**src/hdl/cpu_freq_limit_aggregator_defines.svh**
```systemverilog
// assertion macros for the cpu frequency limit aggregator
// no dependencies; included by the top level only
`ifndef CPU_FREQ_LIMIT_AGGREGATOR_DEFINES_SVH
`define CPU_FREQ_LIMIT_AGGREGATOR_DEFINES_SVH
`ifndef SYNTHESIS
// same-cycle implication, disabled during reset
`define CFLA_ASSERT_IMP(lbl, clk, rst_n, ante, cons, msg) \
    lbl: assert property (@(posedge clk) disable iff (!rst_n) (ante) |-> (cons)) \
        else $error(msg);
// next-cycle implication, disabled during reset
`define CFLA_ASSERT_NXT(lbl, clk, rst_n, ante, cons, msg) \
    lbl: assert property (@(posedge clk) disable iff (!rst_n) (ante) |=> (cons)) \
        else $error(msg);
`else
`define CFLA_ASSERT_IMP(lbl, clk, rst_n, ante, cons, msg)
`define CFLA_ASSERT_NXT(lbl, clk, rst_n, ante, cons, msg)
`endif
`endif

```
**src/hdl/cfla_pkg.sv**
```systemverilog
// shared types and constants of the cpu frequency limit aggregator
// no dependencies; used by the controller, datapath and top level
`timescale 1ns / 1ps

package cfla_pkg;

    // command codes of an input transaction
    typedef enum logic [2:0] {
        CMD_SET_MIN      = 3'd0,
        CMD_SET_USER_MAX = 3'd1,
        CMD_SET_OVER_MAX = 3'd2,
        CMD_READ_MIN     = 3'd3,
        CMD_READ_MAX     = 3'd4
    } t_cmd;

    // configuration register indexes
    localparam int unsigned CFG_INDEX_W = 2;
    localparam logic [CFG_INDEX_W-1:0] CFG_LITTLE_MAX_FREQ   = 2'd0;
    localparam logic [CFG_INDEX_W-1:0] CFG_LITTLE_DIVIDER    = 2'd1;
    localparam logic [CFG_INDEX_W-1:0] CFG_LITTLE_LOCK_FLOOR = 2'd2;
    localparam logic [CFG_INDEX_W-1:0] CFG_BIG_LOCK_CEILING  = 2'd3;

    // configuration reset values
    localparam int unsigned RST_LITTLE_MAX_FREQ   = 1800000;
    localparam int unsigned RST_LITTLE_DIVIDER    = 4;
    localparam int unsigned RST_LITTLE_LOCK_FLOOR = 1175000;
    localparam int unsigned RST_BIG_LOCK_CEILING  = 850000;

    // controller states
    typedef enum logic [3:0] {
        S_IDLE,
        S_DECODE,
        S_TH_ISSUE,
        S_TH_WAIT,
        S_WRITE,
        S_RD_ISSUE,
        S_RD_WAIT,
        S_RD_ACC,
        S_OUT
    } t_state;

    // commands from controller to datapath
    typedef struct packed {
        logic latch_item;
        logic sel_entry;
        logic write_entry;
        logic acc_clear;
        logic acc_step;
        logic idx_clear;
        logic idx_inc;
        logic out_load;
    } t_ctrl;

    // status from datapath to controller
    typedef struct packed {
        logic cmd_set;
        logic cmd_read;
        logic idx_last;
        logic out_free;
    } t_stat;

endpackage

```
**src/hdl/cfla_divider.sv**
```systemverilog
// two-stage divider by a small divisor (1..15) using a reciprocal table
// no package dependency; instantiated by cfla_datapath
`timescale 1ns / 1ps

module cfla_divider #(
    parameter int FREQ_BITS = 22
) (
    input  logic                  i_clk,
    input  logic [FREQ_BITS+3:0]  i_x,
    input  logic [3:0]            i_d,
    output logic [FREQ_BITS+3:0]  o_q
);

    localparam int XW = FREQ_BITS + 4;
    localparam int KW = XW + 1;
    localparam int PW = XW + KW;
    localparam int RW = XW + 4;
    localparam logic [63:0] ONE_K = (64'd1 << KW) - 64'd1;

    // floor((2^KW - 1) / d), index zero never used
    localparam logic [KW-1:0] RECIP [16] = '{
        KW'(ONE_K),         KW'(ONE_K / 64'd1),  KW'(ONE_K / 64'd2),  KW'(ONE_K / 64'd3),
        KW'(ONE_K / 64'd4),  KW'(ONE_K / 64'd5),  KW'(ONE_K / 64'd6),  KW'(ONE_K / 64'd7),
        KW'(ONE_K / 64'd8),  KW'(ONE_K / 64'd9),  KW'(ONE_K / 64'd10), KW'(ONE_K / 64'd11),
        KW'(ONE_K / 64'd12), KW'(ONE_K / 64'd13), KW'(ONE_K / 64'd14), KW'(ONE_K / 64'd15)
    };

    logic [XW-1:0] r_x;
    logic [3:0]    r_d;
    logic [PW-1:0] r_prod;
    logic [XW-1:0] r_q;

    logic [XW-1:0] w_q0;
    logic [RW-1:0] w_qd;
    logic [RW-1:0] w_rem;

    // stage one: multiply by reciprocal
    always_ff @(posedge i_clk) begin
        r_x    <= i_x;
        r_d    <= i_d;
        r_prod <= PW'(i_x) * PW'(RECIP[i_d]);
    end

    // estimate is low by at most one; fix with the remainder
    always_comb begin
        w_q0  = r_prod[PW-1:KW];
        w_qd  = RW'(w_q0) * RW'(r_d);
        w_rem = RW'(r_x) - w_qd;
    end

    // stage two: corrected quotient
    always_ff @(posedge i_clk) begin
        r_q <= (w_rem >= RW'(r_d)) ? (w_q0 + XW'(1)) : w_q0;
    end

    assign o_q = r_q;

endmodule

```
**src/hdl/cfla_datapath.sv**
```systemverilog
// datapath: config registers, limit tables, boost flags, read accumulator, result register
// depends on cfla_pkg and cfla_divider
`timescale 1ns / 1ps

module cfla_datapath #(
    parameter int NUM_REQUESTERS  = 8,
    parameter int USER_INDEX      = 0,
    parameter int TOUCH_INDEX     = 1,
    parameter int FINGER_INDEX    = 2,
    parameter int OVERLIMIT_INDEX = 3,
    parameter int FREQ_BITS       = 22
) (
    input  logic                               i_clk,
    input  logic                               i_rst_n,
    input  cfla_pkg::t_ctrl                    i_ctrl,
    output cfla_pkg::t_stat                    o_stat,
    input  logic                               i_cfg_valid,
    input  logic [cfla_pkg::CFG_INDEX_W-1:0]   i_cfg_index,
    input  logic [FREQ_BITS-1:0]               i_cfg_data,
    input  logic [2:0]                         i_cmd,
    input  logic [2:0]                         i_req,
    input  logic signed [FREQ_BITS:0]          i_freq,
    input  logic                               i_out_ready,
    output logic                               o_out_valid,
    output logic                               o_status,
    output logic signed [FREQ_BITS:0]          o_read_value,
    output logic                               o_boost,
    output logic                               o_notify,
    output logic signed [FREQ_BITS+3:0]        o_little_min,
    output logic signed [FREQ_BITS+3:0]        o_big_min,
    output logic signed [FREQ_BITS+3:0]        o_little_max,
    output logic signed [FREQ_BITS+3:0]        o_big_max
);

    localparam int IDX_W = $clog2(NUM_REQUESTERS);
    localparam int XW    = FREQ_BITS + 4;
    localparam int EW    = XW + 1;
    localparam int OW    = FREQ_BITS + 4;
    localparam int RW    = FREQ_BITS + 1;
    localparam bit USER_OK = (USER_INDEX < NUM_REQUESTERS);
    localparam bit OVER_OK = (OVERLIMIT_INDEX < NUM_REQUESTERS);

    // configuration
    logic [FREQ_BITS-1:0] r_little_max_freq;
    logic [3:0]           r_little_divider;
    logic [FREQ_BITS-1:0] r_little_lock_floor;
    logic [FREQ_BITS-1:0] r_big_lock_ceiling;

    // latched item
    logic [2:0]              r_cmd;
    logic [2:0]              r_req;
    logic signed [FREQ_BITS:0] r_freq;

    // limit tables, all ones means no limit
    logic signed [EW-1:0] r_lmin [NUM_REQUESTERS];
    logic signed [EW-1:0] r_bmin [NUM_REQUESTERS];
    logic signed [EW-1:0] r_lmax [NUM_REQUESTERS];
    logic signed [EW-1:0] r_bmax [NUM_REQUESTERS];
    logic [NUM_REQUESTERS-1:0] r_boost;

    // read walk
    logic [IDX_W-1:0] r_idx;
    logic             r_have;
    logic [XW-1:0]    r_acc;
    logic             n_have;
    logic [XW-1:0]    n_acc;

    // result register
    logic                    r_out_valid;
    logic                    r_status;
    logic signed [RW-1:0]    r_read_value;
    logic                    r_boost_out;
    logic                    r_notify;
    logic signed [OW-1:0]    r_little_min;
    logic signed [OW-1:0]    r_big_min;
    logic signed [OW-1:0]    r_little_max;
    logic signed [OW-1:0]    r_big_max;

    logic [3:0]           w_div_eff;
    logic [XW-1:0]        w_div_x;
    logic [XW-1:0]        w_q;
    logic                 w_set;
    logic                 w_tgt_ok;
    logic [IDX_W-1:0]     w_tgt;
    logic                 w_notify;
    logic                 w_cmd_set;
    logic                 w_cmd_read;
    logic                 w_is_min;
    logic                 w_neg;
    logic                 w_above;
    logic [XW-1:0]        w_scaled;
    logic signed [EW-1:0] w_rd_little;
    logic signed [EW-1:0] w_rd_big;
    logic                 w_skip;
    logic                 w_big_ok;
    logic                 w_lit_ok;
    logic [XW-1:0]        w_big_val;
    logic                 w_b_win;
    logic                 w_l_win;
    logic                 w_have1;
    logic [XW-1:0]        w_acc1;
    logic signed [RW-1:0] w_read_value;

    // saturate a table entry to the result field range
    function automatic logic [OW-1:0] sat_entry(input logic [EW-1:0] e);
        logic [OW-1:0] v;
        if (!e[EW-1] && e[OW-1]) begin
            v = {1'b0, {(OW-1){1'b1}}};
        end else begin
            v = e[OW-1:0];
        end
        return v;
    endfunction

    assign w_div_eff = (r_little_divider == 4'd0) ? 4'd1 : r_little_divider;

    // shared divider: threshold or little entry of the walk
    assign w_div_x = i_ctrl.sel_entry ? w_rd_little[XW-1:0] : XW'(r_little_max_freq);

    cfla_divider #(
        .FREQ_BITS (FREQ_BITS)
    ) u_div (
        .i_clk (i_clk),
        .i_x   (w_div_x),
        .i_d   (w_div_eff),
        .o_q   (w_q)
    );

    // configuration writes
    always_ff @(posedge i_clk) begin
        if (!i_rst_n) begin
            r_little_max_freq   <= FREQ_BITS'(cfla_pkg::RST_LITTLE_MAX_FREQ);
            r_little_divider    <= 4'(cfla_pkg::RST_LITTLE_DIVIDER);
            r_little_lock_floor <= FREQ_BITS'(cfla_pkg::RST_LITTLE_LOCK_FLOOR);
            r_big_lock_ceiling  <= FREQ_BITS'(cfla_pkg::RST_BIG_LOCK_CEILING);
        end else if (i_cfg_valid) begin
            case (i_cfg_index)
                cfla_pkg::CFG_LITTLE_MAX_FREQ:   r_little_max_freq   <= i_cfg_data;
                cfla_pkg::CFG_LITTLE_DIVIDER:    r_little_divider    <= i_cfg_data[3:0];
                cfla_pkg::CFG_LITTLE_LOCK_FLOOR: r_little_lock_floor <= i_cfg_data;
                cfla_pkg::CFG_BIG_LOCK_CEILING:  r_big_lock_ceiling  <= i_cfg_data;
                default: ;
            endcase
        end
    end

    // item capture
    always_ff @(posedge i_clk) begin
        if (i_ctrl.latch_item) begin
            r_cmd  <= i_cmd;
            r_req  <= i_req;
            r_freq <= i_freq;
        end
    end

    // decode target entry of a store
    always_comb begin
        w_set    = 1'b0;
        w_tgt_ok = 1'b0;
        w_tgt    = '0;
        w_notify = 1'b0;
        case (r_cmd)
            cfla_pkg::CMD_SET_MIN: begin
                w_set    = 1'b1;
                w_tgt_ok = (32'(r_req) < NUM_REQUESTERS);
                w_tgt    = IDX_W'(r_req);
                w_notify = (32'(r_req) == USER_INDEX) || (32'(r_req) == TOUCH_INDEX)
                        || (32'(r_req) == FINGER_INDEX);
            end
            cfla_pkg::CMD_SET_USER_MAX: begin
                w_set    = 1'b1;
                w_tgt_ok = USER_OK;
                w_tgt    = IDX_W'(USER_INDEX);
                w_notify = 1'b1;
            end
            cfla_pkg::CMD_SET_OVER_MAX: begin
                w_set    = 1'b1;
                w_tgt_ok = OVER_OK;
                w_tgt    = IDX_W'(OVERLIMIT_INDEX);
                w_notify = 1'b1;
            end
            default: ;
        endcase
    end

    assign w_cmd_set  = w_set & w_tgt_ok;
    assign w_is_min   = (r_cmd == cfla_pkg::CMD_READ_MIN);
    assign w_cmd_read = w_is_min || (r_cmd == cfla_pkg::CMD_READ_MAX);

    // store mapping; divider output holds the threshold here
    assign w_neg    = r_freq[FREQ_BITS];
    assign w_above  = XW'(r_freq[FREQ_BITS-1:0]) > w_q;
    assign w_scaled = XW'(r_freq[FREQ_BITS-1:0]) * XW'(w_div_eff);

    // walk operands
    assign w_rd_little = w_is_min ? r_lmin[r_idx] : r_lmax[r_idx];
    assign w_rd_big    = w_is_min ? r_bmin[r_idx] : r_bmax[r_idx];
    assign w_skip      = !w_is_min && (32'(r_idx) == OVERLIMIT_INDEX);
    assign w_big_ok    = !w_rd_big[EW-1] && !w_skip;
    assign w_lit_ok    = !w_rd_little[EW-1] && !w_skip;
    assign w_big_val   = w_rd_big[XW-1:0];

    // fold big candidate then little quotient into the accumulator
    always_comb begin
        w_b_win = w_big_ok && (!r_have || (w_is_min ? (w_big_val > r_acc)
                                                    : (w_big_val < r_acc)));
        w_have1 = r_have | w_big_ok;
        w_acc1  = w_b_win ? w_big_val : r_acc;
        w_l_win = w_lit_ok && (!w_have1 || (w_is_min ? (w_q > w_acc1) : (w_q < w_acc1)));
        n_have  = w_have1 | w_lit_ok;
        n_acc   = w_l_win ? w_q : w_acc1;
    end

    // tables and boost flags
    always_ff @(posedge i_clk) begin
        if (!i_rst_n) begin
            for (int k = 0; k < NUM_REQUESTERS; k++) begin
                r_lmin[k] <= '1;
                r_bmin[k] <= '1;
                r_lmax[k] <= '1;
                r_bmax[k] <= '1;
            end
            r_boost <= '0;
        end else if (i_ctrl.write_entry) begin
            if (r_cmd == cfla_pkg::CMD_SET_MIN) begin
                if (w_neg) begin
                    r_lmin[w_tgt]  <= '1;
                    r_bmin[w_tgt]  <= '1;
                    r_boost[w_tgt] <= 1'b0;
                end else if (w_above) begin
                    r_lmin[w_tgt]  <= EW'(r_little_lock_floor);
                    r_bmin[w_tgt]  <= EW'(r_freq[FREQ_BITS-1:0]);
                    r_boost[w_tgt] <= 1'b1;
                end else begin
                    r_lmin[w_tgt]  <= EW'(w_scaled);
                    r_bmin[w_tgt]  <= '1;
                    r_boost[w_tgt] <= 1'b0;
                end
            end else begin
                if (w_neg) begin
                    r_lmax[w_tgt] <= '1;
                    r_bmax[w_tgt] <= '1;
                end else if (w_above) begin
                    r_lmax[w_tgt] <= '1;
                    r_bmax[w_tgt] <= EW'(r_freq[FREQ_BITS-1:0]);
                end else begin
                    r_lmax[w_tgt] <= EW'(w_scaled);
                    r_bmax[w_tgt] <= EW'(r_big_lock_ceiling);
                end
            end
        end
    end

    // walk index and accumulator
    always_ff @(posedge i_clk) begin
        if (i_ctrl.idx_clear) begin
            r_idx <= '0;
        end else if (i_ctrl.idx_inc) begin
            r_idx <= r_idx + IDX_W'(1);
        end
        if (i_ctrl.acc_clear) begin
            r_have <= 1'b0;
            r_acc  <= '0;
        end else if (i_ctrl.acc_step) begin
            r_have <= n_have;
            r_acc  <= n_acc;
        end
    end

    // aggregate saturated to the read range
    always_comb begin
        if (!r_have) begin
            w_read_value = '1;
        end else if (|r_acc[XW-1:FREQ_BITS]) begin
            w_read_value = {1'b0, {FREQ_BITS{1'b1}}};
        end else begin
            w_read_value = {1'b0, r_acc[FREQ_BITS-1:0]};
        end
    end

    // result register
    always_ff @(posedge i_clk) begin
        if (!i_rst_n) begin
            r_out_valid <= 1'b0;
        end else if (i_ctrl.out_load) begin
            r_out_valid <= 1'b1;
        end else if (i_out_ready) begin
            r_out_valid <= 1'b0;
        end
    end

    always_ff @(posedge i_clk) begin
        if (i_ctrl.out_load) begin
            r_status     <= !(w_cmd_set || w_cmd_read);
            r_read_value <= w_cmd_read ? w_read_value : '0;
            r_boost_out  <= |r_boost;
            r_notify     <= w_cmd_set & w_notify;
            r_little_min <= w_cmd_set ? sat_entry(r_lmin[w_tgt]) : '0;
            r_big_min    <= w_cmd_set ? sat_entry(r_bmin[w_tgt]) : '0;
            r_little_max <= w_cmd_set ? sat_entry(r_lmax[w_tgt]) : '0;
            r_big_max    <= w_cmd_set ? sat_entry(r_bmax[w_tgt]) : '0;
        end
    end

    assign o_stat.cmd_set  = w_cmd_set;
    assign o_stat.cmd_read = w_cmd_read;
    assign o_stat.idx_last = (r_idx == IDX_W'(NUM_REQUESTERS - 1));
    assign o_stat.out_free = !r_out_valid || i_out_ready;

    assign o_out_valid  = r_out_valid;
    assign o_status     = r_status;
    assign o_read_value = r_read_value;
    assign o_boost      = r_boost_out;
    assign o_notify     = r_notify;
    assign o_little_min = r_little_min;
    assign o_big_min    = r_big_min;
    assign o_little_max = r_little_max;
    assign o_big_max    = r_big_max;

endmodule

```
**src/hdl/cfla_ctrl.sv**
```systemverilog
// controller state machine sequencing stores and aggregate reads
// depends on cfla_pkg
`timescale 1ns / 1ps

module cfla_ctrl (
    input  logic             i_clk,
    input  logic             i_rst_n,
    input  logic             i_s_tvalid,
    output logic             o_s_tready,
    input  cfla_pkg::t_stat  i_stat,
    output cfla_pkg::t_ctrl  o_ctrl
);

    cfla_pkg::t_state r_state;
    cfla_pkg::t_state n_state;

    // state register
    always_ff @(posedge i_clk) begin
        if (!i_rst_n) begin
            r_state <= cfla_pkg::S_IDLE;
        end else begin
            r_state <= n_state;
        end
    end

    // next state and commands
    always_comb begin
        n_state    = r_state;
        o_ctrl     = '0;
        o_s_tready = 1'b0;
        case (r_state)
            cfla_pkg::S_IDLE: begin
                o_s_tready = 1'b1;
                if (i_s_tvalid) begin
                    o_ctrl.latch_item = 1'b1;
                    n_state = cfla_pkg::S_DECODE;
                end
            end
            cfla_pkg::S_DECODE: begin
                o_ctrl.acc_clear = 1'b1;
                o_ctrl.idx_clear = 1'b1;
                if (i_stat.cmd_set) begin
                    n_state = cfla_pkg::S_TH_ISSUE;
                end else if (i_stat.cmd_read) begin
                    n_state = cfla_pkg::S_RD_ISSUE;
                end else begin
                    n_state = cfla_pkg::S_OUT;
                end
            end
            // threshold division in flight
            cfla_pkg::S_TH_ISSUE: begin
                n_state = cfla_pkg::S_TH_WAIT;
            end
            cfla_pkg::S_TH_WAIT: begin
                n_state = cfla_pkg::S_WRITE;
            end
            cfla_pkg::S_WRITE: begin
                o_ctrl.write_entry = 1'b1;
                n_state = cfla_pkg::S_OUT;
            end
            // each requester passes through the issue, wait and accumulate states
            cfla_pkg::S_RD_ISSUE: begin
                o_ctrl.sel_entry = 1'b1;
                n_state = cfla_pkg::S_RD_WAIT;
            end
            cfla_pkg::S_RD_WAIT: begin
                o_ctrl.sel_entry = 1'b1;
                n_state = cfla_pkg::S_RD_ACC;
            end
            cfla_pkg::S_RD_ACC: begin
                o_ctrl.sel_entry = 1'b1;
                o_ctrl.acc_step  = 1'b1;
                if (i_stat.idx_last) begin
                    n_state = cfla_pkg::S_OUT;
                end else begin
                    o_ctrl.idx_inc = 1'b1;
                    n_state = cfla_pkg::S_RD_ISSUE;
                end
            end
            cfla_pkg::S_OUT: begin
                if (i_stat.out_free) begin
                    o_ctrl.out_load = 1'b1;
                    n_state = cfla_pkg::S_IDLE;
                end
            end
            default: begin
                n_state = cfla_pkg::S_IDLE;
            end
        endcase
    end

endmodule

```
**src/hdl/cpu_freq_limit_aggregator.sv**
```systemverilog
// an item is latched in idle and decoded; a bad command goes on to output, a store issues and
// waits on the threshold division, then writes its entry, and a read walks the requesters through
// the shared two-stage divider in issue, wait and accumulate states; all then return to idle
// reset is synchronous, active low: limit tables return to no limit, boost flags clear,
// configuration returns to its defaults; the block accepts items as soon as reset is released
// depends on cfla_pkg, cfla_ctrl, cfla_datapath and the assertion macro header
`timescale 1ns / 1ps
`include "cpu_freq_limit_aggregator_defines.svh"

module cpu_freq_limit_aggregator #(
    parameter int NUM_REQUESTERS  = 8,
    parameter int USER_INDEX      = 0,
    parameter int TOUCH_INDEX     = 1,
    parameter int FINGER_INDEX    = 2,
    parameter int OVERLIMIT_INDEX = 3,
    parameter int FREQ_BITS       = 22
) (
    input  logic                                     i_clk,
    input  logic                                     i_rst_n,
    input  logic                                     i_s_tvalid,
    output logic                                     o_s_tready,
    // cmd, requester, freq
    input  logic [((FREQ_BITS + 14) / 8) * 8 - 1:0]  i_s_tdata,
    output logic                                     o_m_tvalid,
    input  logic                                     i_m_tready,
    // status, read_value, boost_level, notify,
    // out_little_min, out_big_min, out_little_max, out_big_max
    output logic [((5 * FREQ_BITS + 27) / 8) * 8 - 1:0] o_m_tdata,
    input  logic                                     i_cfg_valid,
    output logic                                     o_cfg_ready,
    input  logic [cfla_pkg::CFG_INDEX_W-1:0]         i_cfg_index,
    input  logic [FREQ_BITS-1:0]                     i_cfg_data
);

    localparam int OUT_W = ((5 * FREQ_BITS + 27) / 8) * 8;
    localparam int OW    = FREQ_BITS + 4;
    localparam int RW    = FREQ_BITS + 1;

    cfla_pkg::t_ctrl w_ctrl;
    cfla_pkg::t_stat w_stat;

    logic                 w_status;
    logic signed [RW-1:0] w_read_value;
    logic                 w_boost;
    logic                 w_notify;
    logic signed [OW-1:0] w_little_min;
    logic signed [OW-1:0] w_big_min;
    logic signed [OW-1:0] w_little_max;
    logic signed [OW-1:0] w_big_max;

    // configuration writes are always taken
    assign o_cfg_ready = 1'b1;

    cfla_ctrl u_ctrl (
        .i_clk      (i_clk),
        .i_rst_n    (i_rst_n),
        .i_s_tvalid (i_s_tvalid),
        .o_s_tready (o_s_tready),
        .i_stat     (w_stat),
        .o_ctrl     (w_ctrl)
    );

    cfla_datapath #(
        .NUM_REQUESTERS  (NUM_REQUESTERS),
        .USER_INDEX      (USER_INDEX),
        .TOUCH_INDEX     (TOUCH_INDEX),
        .FINGER_INDEX    (FINGER_INDEX),
        .OVERLIMIT_INDEX (OVERLIMIT_INDEX),
        .FREQ_BITS       (FREQ_BITS)
    ) u_dp (
        .i_clk        (i_clk),
        .i_rst_n      (i_rst_n),
        .i_ctrl       (w_ctrl),
        .o_stat       (w_stat),
        .i_cfg_valid  (i_cfg_valid),
        .i_cfg_index  (i_cfg_index),
        .i_cfg_data   (i_cfg_data),
        .i_cmd        (i_s_tdata[2:0]),
        .i_req        (i_s_tdata[5:3]),
        .i_freq       (i_s_tdata[FREQ_BITS+6:6]),
        .i_out_ready  (i_m_tready),
        .o_out_valid  (o_m_tvalid),
        .o_status     (w_status),
        .o_read_value (w_read_value),
        .o_boost      (w_boost),
        .o_notify     (w_notify),
        .o_little_min (w_little_min),
        .o_big_min    (w_big_min),
        .o_little_max (w_little_max),
        .o_big_max    (w_big_max)
    );

    // pack result fields, lowest first, zero padded
    assign o_m_tdata = OUT_W'({w_big_max, w_little_max, w_big_min, w_little_min,
                               w_notify, w_boost, w_read_value, w_status});

    // checks on sequencing
    `CFLA_ASSERT_NXT(a_accept_leaves_idle, i_clk, i_rst_n, i_s_tvalid && o_s_tready, !o_s_tready, "input taken while busy")
    `CFLA_ASSERT_IMP(a_write_only_valid, i_clk, i_rst_n, w_ctrl.write_entry, w_stat.cmd_set, "table write without a valid store")
    `CFLA_ASSERT_IMP(a_load_only_free, i_clk, i_rst_n, w_ctrl.out_load, w_stat.out_free, "result overwritten before transfer")
    `CFLA_ASSERT_IMP(a_error_clean, i_clk, i_rst_n, o_m_tvalid && w_status, (w_read_value == '0) && !w_notify && (w_little_min == '0), "error result carries data")

endmodule
```
**config.mk**
```make
export PLATFORM = sky130hd
export DESIGN_NAME = cpu_freq_limit_aggregator
export DESIGN_NICKNAME = d
export VERILOG_FILES = /design/src/hdl/cfla_pkg.sv /design/src/hdl/cfla_divider.sv /design/src/hdl/cfla_datapath.sv /design/src/hdl/cfla_ctrl.sv /design/src/hdl/cpu_freq_limit_aggregator.sv
export VERILOG_INCLUDE_DIRS = /design/src /design/src/hdl
export SDC_FILE = /design/constraint.sdc
export NUM_CORES = 2
export LEC_CHECK = 0
export ABC_CLOCK_PERIOD_IN_PS = 11700
export BUFFER_PORTS_ARGS = -buffer_cell sky130_fd_sc_hd__buf_4
export CORE_UTILIZATION = 43
export CTS_CLUSTER_SIZE = 24
export DETAILED_ROUTE_END_ITERATION = 8
export GPL_TIMING_DRIVEN = 0
export PLACE_DENSITY_LB_ADDON = 0.05
export SETUP_SLACK_MARGIN = 0.05
export SLEW_MARGIN = 10
export SYNTH_ARGS = -nofsm -noshare
export SYNTH_HDL_FRONTEND = slang
export SYNTH_SLANG_ARGS = --single-unit
```
**constraint.sdc**
```tcl
create_clock -name i_clk -period 11.7 [get_ports i_clk]
set_input_delay 1.17 -clock i_clk [delete_from_list [all_inputs] [get_ports i_clk]]
set_output_delay 1.17 -clock i_clk [all_outputs]
set_load 0.01 [all_outputs]
```
==> flow_summary.toml <==
[detailed_routing]
avgViaCountPerCell = 6.02
wl_per_cell_um = 34.1
drt_iter0_drc = 8585
post-route-drc-count = 0
antenna_left = 0
vias = 61500
first_pass_iters = 6
wl_um = 348000

[placement]
gp_congestion = 0.993
portBuffers = 188
place_hpwl_um = 267000
preCtsSetupSlack_ps = -3080
placed_cell_area_um2 = 86500
dp_cells = 9932

[grt]
use_met2_pct = 56.6
grt_pass1_vias = 60800
gr-max-usage-layer = "met2"
grt_remaining_overflow = 0
met1_usage_pct = 47.6
met3_usage_pct = 9.23
grt_max_degree = 56
grt_first_pass_wirelength_um = 475000
antenna_found_initial = 40
gr-usage-all-layers_pct = 37.2

[synthesis]
yosysTopAreaCellShare_pct = 36.0
netlist_area_um2 = 79500
synth_area_leaders = "edfxtp_1 (36%), fa_1 (18%), mux4_2 (6.9%)"
synth_area_per_cell_um2 = 11.5
yosysTopAreaCell = "edfxtp_1"
synth_flop_cell = "edfxtp_1"
synthCells = 6922
ys_seq_elements = 1151
synth_cell_types = 79
ys_warn_count = 0
async_flop_share_pct = 0
synth_seq_area_share_pct = 41.0
synth_edf_count = 953

[worst_setup_path]
path_common_cell = "fa_1"
r2r_cells = 32
critPathMaxFanout = 10
crit_buf_inv = 9
worstPathArrival_ps = 12180
start_kind = "flip-flop"
required_ps = 12380
slowest_stage = "dfxtp_1"
endpoint_kind = "flip-flop"
reg2reg_slack_ps = 200
worstSetupPathType = "flip-flop to flip-flop"
max_stage_delay_ps = 590
critPathTopFamily = "adder cells"
r2r_end = "u_dp.u_div.r_prod[52]"

[cells_and_area]
area_delta_synth_final_pct = 15.0
postLayoutCellArea_um2 = 91400
fin_util_pct = 49.9
nets = 8730
drive_above_1_share_pct = 11.6
final_cells = 10200

[hold_path]
worstHoldStart = "u_dp.r_little_max_freq[1]"
hp-class = "flip-flop to flip-flop"
holdPathEnd = "u_dp.r_little_max_freq[1]"
whs_path_depth = 2

[floorplanning]
start_util_pct = 43.4
num_rows = 157
core_area_um2 = 183000
dieArea_um2 = 187000
die_h_um = 432
die_w_um = 432
io_pins = 200

[clock_tree]
tritoncts = "yes"
htree_num_levels = 4
clock_path_buffers = 3
insertion_delay_ps = 820
clock_sinks = 1151
clock-root-buffer = "clkbuf_16"
path_clk_slew_ps = 80
cts_buffers = 135

[timing]
tns_ps = 0
finalHoldViolCount = 0
rsz0062_at_grt = "false"
relSlewSlack_pct = -0.209
fin_crit_sh_pct = 98.3
tightest_slew_ps = 1500
slew_viol_final = 10
fmax_mhz = 86.9
fin_crit_ps = 11500
setup_ws_ps = 198
finClkSkew_ps = 34.8
setup_violations = 0

[run_status]
outcome = "finished, violations left"
violations = "capacitance limit, slew limit"

[pwr]
power_density_nw_per_um2 = 346
ir_worst_vdd_mv = 1.91
p_leak_nw = 35.4

[run]
cap_violations = 1
-- cell usage in the layout (no fill, tap or decap), types with 25 or more instances in the layout --
cell type | netlist | layout
a21o_1 | 75 | 75
a21oi_1 | 141 | 138
a221oi_1 | 153 | 152
a22o_1 | 153 | 153
a22oi_1 | 96 | 96
a31oi_1 | 104 | 103
a32oi_1 | 25 | 25
and2_1 | 155 | 153
and3_1 | 32 | 31
buf_1 | 40 | 27
buf_16 | 0 | 29
buf_4 | 17 | 231
clkbuf_1 | 353 | 322
clkbuf_16 | 0 | 137
clkbuf_2 | 0 | 44
clkinv_1 | 9 | 29
clkinv_2 | 0 | 26
conb_1 | 2 | 307
dfxtp_1 | 198 | 197
edfxtp_1 | 953 | 953
fa_1 | 709 | 709
ha_1 | 344 | 344
inv_1 | 966 | 961
mux2i_1 | 63 | 52
mux4_2 | 244 | 244
nand2_1 | 820 | 819
nand2b_1 | 37 | 37
nand3_1 | 87 | 87
nand4_1 | 44 | 44
nor2_1 | 411 | 408
nor2b_1 | 27 | 27
nor3_1 | 37 | 35
o21a_1 | 34 | 34
o21ai_0 | 96 | 84
o22ai_1 | 36 | 36
or3_1 | 177 | 177
xnor2_1 | 62 | 61
-- Yosys cell counts (37+ instances only) --
cell      count
a21o_1       75
a21oi_1     141
a221oi_1    153
a22o_1      153
a22oi_1      96
a31oi_1     104
and2_1      155
buf_1        40
clkbuf_1    353
dfxtp_1     198
edfxtp_1    953
fa_1        709
ha_1        344
inv_1       966
mux2i_1      63
mux4_2      244
nand2_1     820
nand2b_1     37
nand3_1      87
nand4_1      44
nor2_1      411
nor3_1       37
o21ai_0      96
or3_1       177
xnor2_1      62
-- what timing repair did --
| action | CTS | global route |
|---|---|---|
| resized for setup | 104 | 20 |
| cloned | 0 | 0 |
| setup buffers | 5 | 6 |
| hold buffers | 0 | 0 |
| pin swaps | 2 | 2 |
| setup endpoints to repair | 51 | 3 |
-- cell type report --
class                      count  area (um^2)
sequential                  1151        32600
clock buffer                 162         3530
antenna                       15         37.5
multi-input combinational   4663        42900
clock inverter                87          978
tap                         2464         3080
buffer                       438         1960
timing repair buffer         252         2670
fill                       16900        91800
inverter                     975         3690
-- registers in the layout, summed over array words and instances (netlist names), 23 cells and up, named ones only --
signal and cells:
u_dp.u_div.o_q 26, u_dp.o_little_max 26, u_dp.r_freq 23, u_dp.u_div.r_prod 26
u_dp.o_big_min 23, u_dp.o_little_min 26, u_dp.o_big_max 23, u_dp.r_bmin 184
u_dp.r_bmax 184, u_dp.r_lmax 216, u_dp.u_div.r_x 26, u_dp.r_lmin 216
u_dp.o_read_value 23, u_dp.r_acc 26
-- logic make-up (layout without fill, tap and decap cells) --
logic type	after synthesis	count (layout)	synth area share, %
AO/OA/AOI/OAI	1022	1022	9.32
XOR/XNOR	83	83	0.915
AND/OR/NAND/NOR	1877	1877	10.8
flip-flops	1151	1151	41.0
other	2	322	0.00945
adder cells (fa/ha/maj)	1053	1053	23.3
multiplexers	321	321	7.90
buffers and inverters	1413	1914	6.82
-- per-stage QoR --
| stage | hold slack [ps] | power (mW) |
|---|---|---|
| after global routing | 476 | 34.1 |
| after detailed placement | 446 | 26.4 |
| after CTS | 454 | 31.4 |
| after floorplan | 434 | 19.4 |
| after global placement | 443 | 26.4 |
| final | 457 | 31.6 |
-- power breakdown --
group,switching [mW],internal (mW)
Combinational,13.9,8.20
Sequential,0.269,4.84
Clock,1.86,2.53
Total,16.1,15.6
-- worst min-delay path: cells and delay by family, from the launching register on --
kind             cells  cell delay [ps]
AND/OR/NAND/NOR      1               50
AO/OA/AOI/OAI        1               50
flip-flops           1              310
-- layer usage --
metal	wire length (um)	vias to the layer above	share of wire, %
li1	-	25200	-
met5	257	-	0.074
met2	154000	4062	44
met4	26000	26	7.5
met3	37700	984	11
met1	130000	31200	37
-- worst max path at each step --
stage	startpoint	depth (start not counted)	slack (ps)	end
floorplan	flip-flop	30	2020	u_dp.u_div.r_prod[52]
global placement	flip-flop	32	-3070	u_dp.u_div.r_prod[52]
detailed placement	flip-flop	32	-3080	u_dp.u_div.r_prod[52]
CTS	flip-flop	32	50	u_dp.u_div.r_prod[52]
global route	flip-flop	37	90	u_dp.u_div.r_prod[52]
finish	flip-flop	32	200	u_dp.u_div.r_prod[52]
(Power assumes the default switching activity.)
